--- src/lpht_pkg.sv ---
// ----------------------------------------------------------------------------
// lpht_pkg
// Shared types, codes and constants for the linear probing hash table core.
// ----------------------------------------------------------------------------
package lpht_pkg;

	// Default table depth
	localparam int TABLE_SLOTS_DEF = 128;

	// Field widths
	localparam int FUNC_W     = 2;
	localparam int KEY_W      = 31;
	localparam int REF_W      = 32;
	localparam int STATUS_W   = 2;
	localparam int SLOT_OUT_W = 7;

	// Home slot reduction: key taken four bits per step, eight steps
	localparam int HASH_BITS  = 4;
	localparam int HASH_STEPS = 8;
	localparam int HCNT_W     = 3;
	localparam int HASH_W     = HASH_BITS * HASH_STEPS;

	// Operation codes
	localparam logic [FUNC_W-1:0] OP_INSERT = 2'd0;
	localparam logic [FUNC_W-1:0] OP_SEARCH = 2'd1;
	localparam logic [FUNC_W-1:0] OP_REMOVE = 2'd2;

	// Result status codes
	localparam logic [STATUS_W-1:0] ST_OK   = 2'd0;
	localparam logic [STATUS_W-1:0] ST_MISS = 2'd1;
	localparam logic [STATUS_W-1:0] ST_FULL = 2'd2;

	// Request transaction
	typedef struct packed {
		logic [FUNC_W-1:0] func;
		logic [KEY_W-1:0]  key;
		logic [REF_W-1:0]  title_ref;
		logic [REF_W-1:0]  author_ref;
		logic [REF_W-1:0]  area_ref;
	} lpht_in_t;

	// Response transaction
	typedef struct packed {
		logic [STATUS_W-1:0]   status;
		logic [SLOT_OUT_W-1:0] slot;
		logic [REF_W-1:0]      found_title;
		logic [REF_W-1:0]      found_author;
		logic [REF_W-1:0]      found_area;
	} lpht_out_t;

	// One stored table entry (valid bit kept apart)
	typedef struct packed {
		logic [KEY_W-1:0] key;
		logic [REF_W-1:0] title;
		logic [REF_W-1:0] author;
		logic [REF_W-1:0] area;
	} lpht_entry_t;

	// Controller to datapath commands
	typedef struct packed {
		logic clear_step;
		logic load;
		logic hash_step;
		logic probe_issue;
		logic finish;
		logic out_load;
	} lpht_cmd_t;

	// Datapath to controller status
	typedef struct packed {
		logic clr_last;
		logic hash_last;
		logic all_issued;
		logic vld_s1;
		logic hit_s1;
		logic last_s1;
	} lpht_sts_t;

endpackage

--- src/lpht_ctrl.sv ---
// ----------------------------------------------------------------------------
// lpht_ctrl
// Controller: clearing pass, request intake, hash steps, probe walk and
// result hand-off to the output register.
// ----------------------------------------------------------------------------
module lpht_ctrl (
	input  logic                clk,
	input  logic                arst_n,
	input  logic                in_valid,
	output logic                in_ready,
	output logic                out_valid,
	input  logic                out_ready,
	input  lpht_pkg::lpht_sts_t sts,
	output lpht_pkg::lpht_cmd_t cmd
);

	localparam logic [2:0] S_CLEAR = 3'd0;
	localparam logic [2:0] S_IDLE  = 3'd1;
	localparam logic [2:0] S_HASH  = 3'd2;
	localparam logic [2:0] S_PROBE = 3'd3;
	localparam logic [2:0] S_DONE  = 3'd4;

	logic [2:0] state_q;
	logic [2:0] state_d;
	logic       out_valid_q;
	logic       walk_end;
	logic       out_free;

	assign walk_end = sts.vld_s1 && (sts.hit_s1 || sts.last_s1);
	assign out_free = !out_valid_q || out_ready;

	// Next state and commands
	always_comb begin
		state_d = state_q;
		cmd     = '0;
		unique case (state_q)
			S_CLEAR: begin
				cmd.clear_step = 1'b1;
				if (sts.clr_last)
					state_d = S_IDLE;
			end
			S_IDLE: begin
				if (in_valid) begin
					cmd.load = 1'b1;
					state_d  = S_HASH;
				end
			end
			S_HASH: begin
				cmd.hash_step = 1'b1;
				if (sts.hash_last)
					state_d = S_PROBE;
			end
			S_PROBE: begin
				if (walk_end) begin
					cmd.finish = 1'b1;
					state_d    = S_DONE;
				end else begin
					cmd.probe_issue = !sts.all_issued;
				end
			end
			S_DONE: begin
				if (out_free) begin
					cmd.out_load = 1'b1;
					state_d      = S_IDLE;
				end
			end
			default: state_d = S_IDLE;
		endcase
	end

	always_ff @(posedge clk or negedge arst_n) begin
		if (!arst_n) begin
			state_q <= S_CLEAR;
		end else begin
			state_q <= state_d;
		end
	end

	// Hold the response until taken
	always_ff @(posedge clk or negedge arst_n) begin
		if (!arst_n) begin
			out_valid_q <= 1'b0;
		end else if (cmd.out_load) begin
			out_valid_q <= 1'b1;
		end else if (out_ready) begin
			out_valid_q <= 1'b0;
		end
	end

	assign in_ready  = (state_q == S_IDLE);
	assign out_valid = out_valid_q;

`ifndef ASSERT_OFF
	a_clear_once: assert property (@(posedge clk) disable iff (!arst_n)
		state_q != S_CLEAR |=> state_q != S_CLEAR)
		else $error("clearing pass entered after it completed");

	a_no_overwrite: assert property (@(posedge clk) disable iff (!arst_n)
		(out_valid_q && !out_ready) |-> !cmd.out_load)
		else $error("response register overwritten while still pending");

	a_probe_bound: assert property (@(posedge clk) disable iff (!arst_n)
		cmd.probe_issue |-> !sts.all_issued)
		else $error("probe issued beyond table depth");

	a_walk_ends: assert property (@(posedge clk) disable iff (!arst_n)
		(state_q == S_PROBE && sts.all_issued) |-> sts.vld_s1)
		else $error("probe walk ran out of slots without a final compare");

	a_finish_done: assert property (@(posedge clk) disable iff (!arst_n)
		cmd.finish |=> (state_q == S_DONE && !in_ready))
		else $error("walk finished without moving to response hand-off");
`endif

endmodule

--- config.mk ---
export PLATFORM = sky130hd
export DESIGN_NAME = lpht_ctrl
export DESIGN_NICKNAME = d
export VERILOG_FILES = /design/src/lpht_pkg.sv /design/src/lpht_ctrl.sv
export SDC_FILE = /design/constraint.sdc
export NUM_CORES = 1
export LEC_CHECK = 0
export BUFFER_PORTS_ARGS = -buffer_cell sky130_fd_sc_hd__clkbuf_2
export CAP_MARGIN = 10
export CORE_AREA = 3 3 40 42
export DETAILED_ROUTE_END_ITERATION = 6
export DIE_AREA = 0 0 43 45
export GPL_ROUTABILITY_DRIVEN = 0
export PLACE_DENSITY = 0.51
export SLEW_MARGIN = 20
export SYNTH_ARGS = -nofsm -noshare
export SYNTH_HDL_FRONTEND = slang
export SYNTH_SLANG_ARGS = --single-unit
export TNS_END_PERCENT = 30
--- constraint.sdc ---
create_clock -name clk -period 1 [get_ports clk]
set_input_delay 0.05 -clock clk [delete_from_list [all_inputs] [get_ports clk]]
set_output_delay 0.05 -clock clk [all_outputs]
set_load 0.01 [all_outputs]
==> impl_summary.md <==
STA
Setup violations remaining at the end of the flow were counted as 9. The smallest setup slack after layout is -234 ps. The final max-slew violation count came to 0. For the finished layout, the period the worst path requires is 1230 ps. The timing-limited maximum frequency is 810 MHz. The transition time at the pin with the least slew margin is 315 ps. The final hold violation count is 0. Setup repair after global routing could not meet its margin everywhere. The share of the clock period used by the worst path is 1.23. The post-route clock skew is 3.96 ps. The worst slew margin relative to its limit is 0.788.

Clock network
The clock passes through at most 2 buffers. The buffer type at the clock tree root is sky130_fd_sc_hd__clkbuf_4. At the later pin of the worst-skew pair, clock insertion delay measures 230 ps.

TritonCTS created 3 clock buffers. The CTS tree is built. Clock tree synthesis found a total of 4 sinks. Clock-pin slew was measured on the worst setup and hold paths at 40 ps. CTS built an H-tree with a depth of 1.

GRT
The largest net degree at the start of global routing is 7. The via count of the first global-routing pass is 331. The number of antenna violations at the first check in global routing was 0. The wire length of the first global-routing pass is 1390 um.

The global-route usage over all layers is 0.0978. Summed over all layers, the global routing overflow is 0.

Floorplanning
The die is 45 um tall. The die is 43 um wide. The die outline area is 0.00194 mm^2. The starting utilization of the core area is 0.234. The row count is 13. The area of the placeable core is 0.00128 mm^2.

The count of boundary I/O pins is 18.

Final layout
The final standard cell area without fillers is 505 um^2. Measured on the finished design, the core utilization comes to 0.393. In the final layout, the share of cells above drive strength 1 is 0.712. At the end of the flow, the number of nets in the layout was 71. The filler-free cell count of the finished design is 74. The filler cell count is 140. The area growth from synthesis to final layout is 68.3%. 0 antenna diodes ended up in the layout.

Job
Max-cap violations in this run came to 0.

Synthesis
Of the post-synthesis cell area, the dominant cell type holds 0.333. The total nets after synthesis is 42. The mean instance size in the synthesized netlist is 9.38 um^2. The gate count of the mapped netlist is 32. The post-synthesis cell type count is 21.

The top cell type by total area after synthesis is sky130_fd_sc_hd__dfrtp_1. The share of the Yosys chip area taken by registers is 0.333. In the post-synthesis netlist, the biggest area contributors are sky130_fd_sc_hd__dfrtp_1 33%, sky130_fd_sc_hd__a2111oi_4 9.2%, sky130_fd_sc_hd__buf_6 7.5%, sky130_fd_sc_hd__nor2_1 6.3%, sky130_fd_sc_hd__nor3_1 5.0%. The combined area of all synthesized cells is 300 um^2. Yosys printed 0 warnings. Synthesis inferred 4 register bits.

Power
The peak supply drop is 951 uV. The power per unit of standard cell area is 2760 mW/mm^2. The design draws 0.00139 W. For this design the static power due to leakage is 0.255 nW.

Drt
After detailed routing, the number of vias per cell comes to 4.34. The first detailed-routing pass took 4 iterations. After the first detailed-routing iteration, the DRC count stood at 3.

The detail route stage leaves a number of antenna-violating nets equal to 0. The count of unresolved DRC violations after routing is 0. The post-detailed-route wirelength per cell is 10.9 um. The detailed router placed 321 vias in this run. Summed over all layers, the routed wires come to 804 um.

Worst setup path
STA classifies the critical path startpoint as a flip-flop. On the critical path, the stage with the largest delay is an instance of sky130_fd_sc_hd__dfrtp_2. At the worst endpoint, the arrival time is 1180 ps. The kind of cell adding the most delay to the critical path is flip-flops. The maximum fanout encountered on the critical timing path is 5. On the worst path, the slowest cell contributes a delay of 440 ps.

The buffering stage count on the worst path with inverters included is 2. The kind of critical path is reg -> out. At the worst endpoint, the required time is 950 ps.

Walking the worst path, the cells encountered are buf_6 > nor3_4 > and2_1 > buf_2. The endpoint type of the worst setup path is an output pin.

Placement
The number of buffers inserted by port buffering is 17. The placement-stage worst setup slack is -129 ps. The cell count after placement is 65.

The instance area at placement is 409 um^2. The wire-length estimate of the detail-placed layout is 550 um.

Hold path
The type of the most critical hold path is in -> reg.

Run status
The run finished, with violations left. The checks that failed: negative setup slack.
Yosys cell counts (all sizes together):
library cell	n
nor2	6
dfrtp	4
nor3	4
buf	3
nand2b	2
a2111oi	1
a211oi	1
a21o	1
a21oi	1
a311oi	1
a31o	1
and2	1
inv	1
nand2	1
nand3b	1
nor2b	1
o21a	1
o21ai	1
report_power, final:
group	switching (W)	internal (W)
logic	0.000392	0.000466
clock network	0.0000626	0.000134
registers	0.000106	0.000233
total	0.000561	0.000833
layer usage:
layer	track usage	wire length (um)
met5	0	0
met4	0.0542	16
met3	0.0120	28
met2	0.174	426
met1	0.115	332
area by class of cell:
cell class | instances | area, um^2 | share of cell area
tap | 15 | 18.8 | 0.0371
timing repair buffer | 27 | 164 | 0.324
clock buffer | 3 | 22.5 | 0.0446
inverter | 1 | 3.75 | 0.00743
multi-input combinational | 24 | 193 | 0.381
sequential | 4 | 104 | 0.205
cells by family (layout without fill, tap and decap cells):
family          Yosys count  in the layout  share of synthesized area
flops                     4              4                      0.333
buf+inv                   4             31                      0.104
compound gates            8              8                      0.275
simple gates             16             16                      0.288
worst min-delay path: cells and delay by family:
| family | cells | cell delay, ps |
|---|---|---|
| simple gates | 1 | 40 |
| compound gates | 1 | 140 |
| buf+inv | 1 | 70 |
per-stage QoR:
stage / hold slack (ps) / setup TNS [ps]
2_1_floorplan: -246 / -8.42
3_3_place_gp: -139 / -686
3_5_place_dp: -144 / -681
4_1_cts: 138 / -1540
5_1_grt: 160 / -2140
6_report: 134 / -1510
worst paths after layout:
| path | startpoint | end | slack (ps) | cells past startpoint |
|---|---|---|---|---|
| setup reg to reg | state_q[2]$_DFFE_PN0P_ | state_q[0]$_DFFE_PN0P_ | -180 | 4 |
| hold reg to reg | state_q[0]$_DFFE_PN0P_ | state_q[1]$_DFFE_PN0P_ | 580 | 1 |
| max in group asynchronous | arst_n | state_q[0]$_DFFE_PN0P_ | 710 | 2 |
| setup / recovery | state_q[1]$_DFFE_PN0P_ | cmd[4] | -230 | 4 |
| min in group asynchronous | arst_n | state_q[2]$_DFFE_PN0P_ | 150 | 2 |
| hold / removal | sts[4] | state_q[0]$_DFFE_PN0P_ | 130 | 3 |
state kept, by name, indices dropped and copies added (netlist names):
register and flops:
out_valid 1, state_q 3
repair_timing:
action | 4_1_cts | 5_1_grt
hold buffers | 1 | 0
setup buffers | 5 | 0
setup endpoints to repair | 10 | 10
resized for setup | 7 | 7
pin swaps | 3 | 0
endpoints found under the hold margin | 4 | 0
cells in the final DEF (no fill, tap or decap), types with 2 or more instances in the layout:
| master | instances |
|---|---|
| sky130_fd_sc_hd__clkbuf_2 | 12 |
| sky130_fd_sc_hd__buf_4 | 7 |
| sky130_fd_sc_hd__buf_2 | 6 |
| sky130_fd_sc_hd__nor2_1 | 3 |
| sky130_fd_sc_hd__nor2_2 | 3 |
| sky130_fd_sc_hd__clkbuf_4 | 3 |
| sky130_fd_sc_hd__dfrtp_2 | 3 |
| sky130_fd_sc_hd__nor3_1 | 2 |
(Power assumes the default switching activity.)
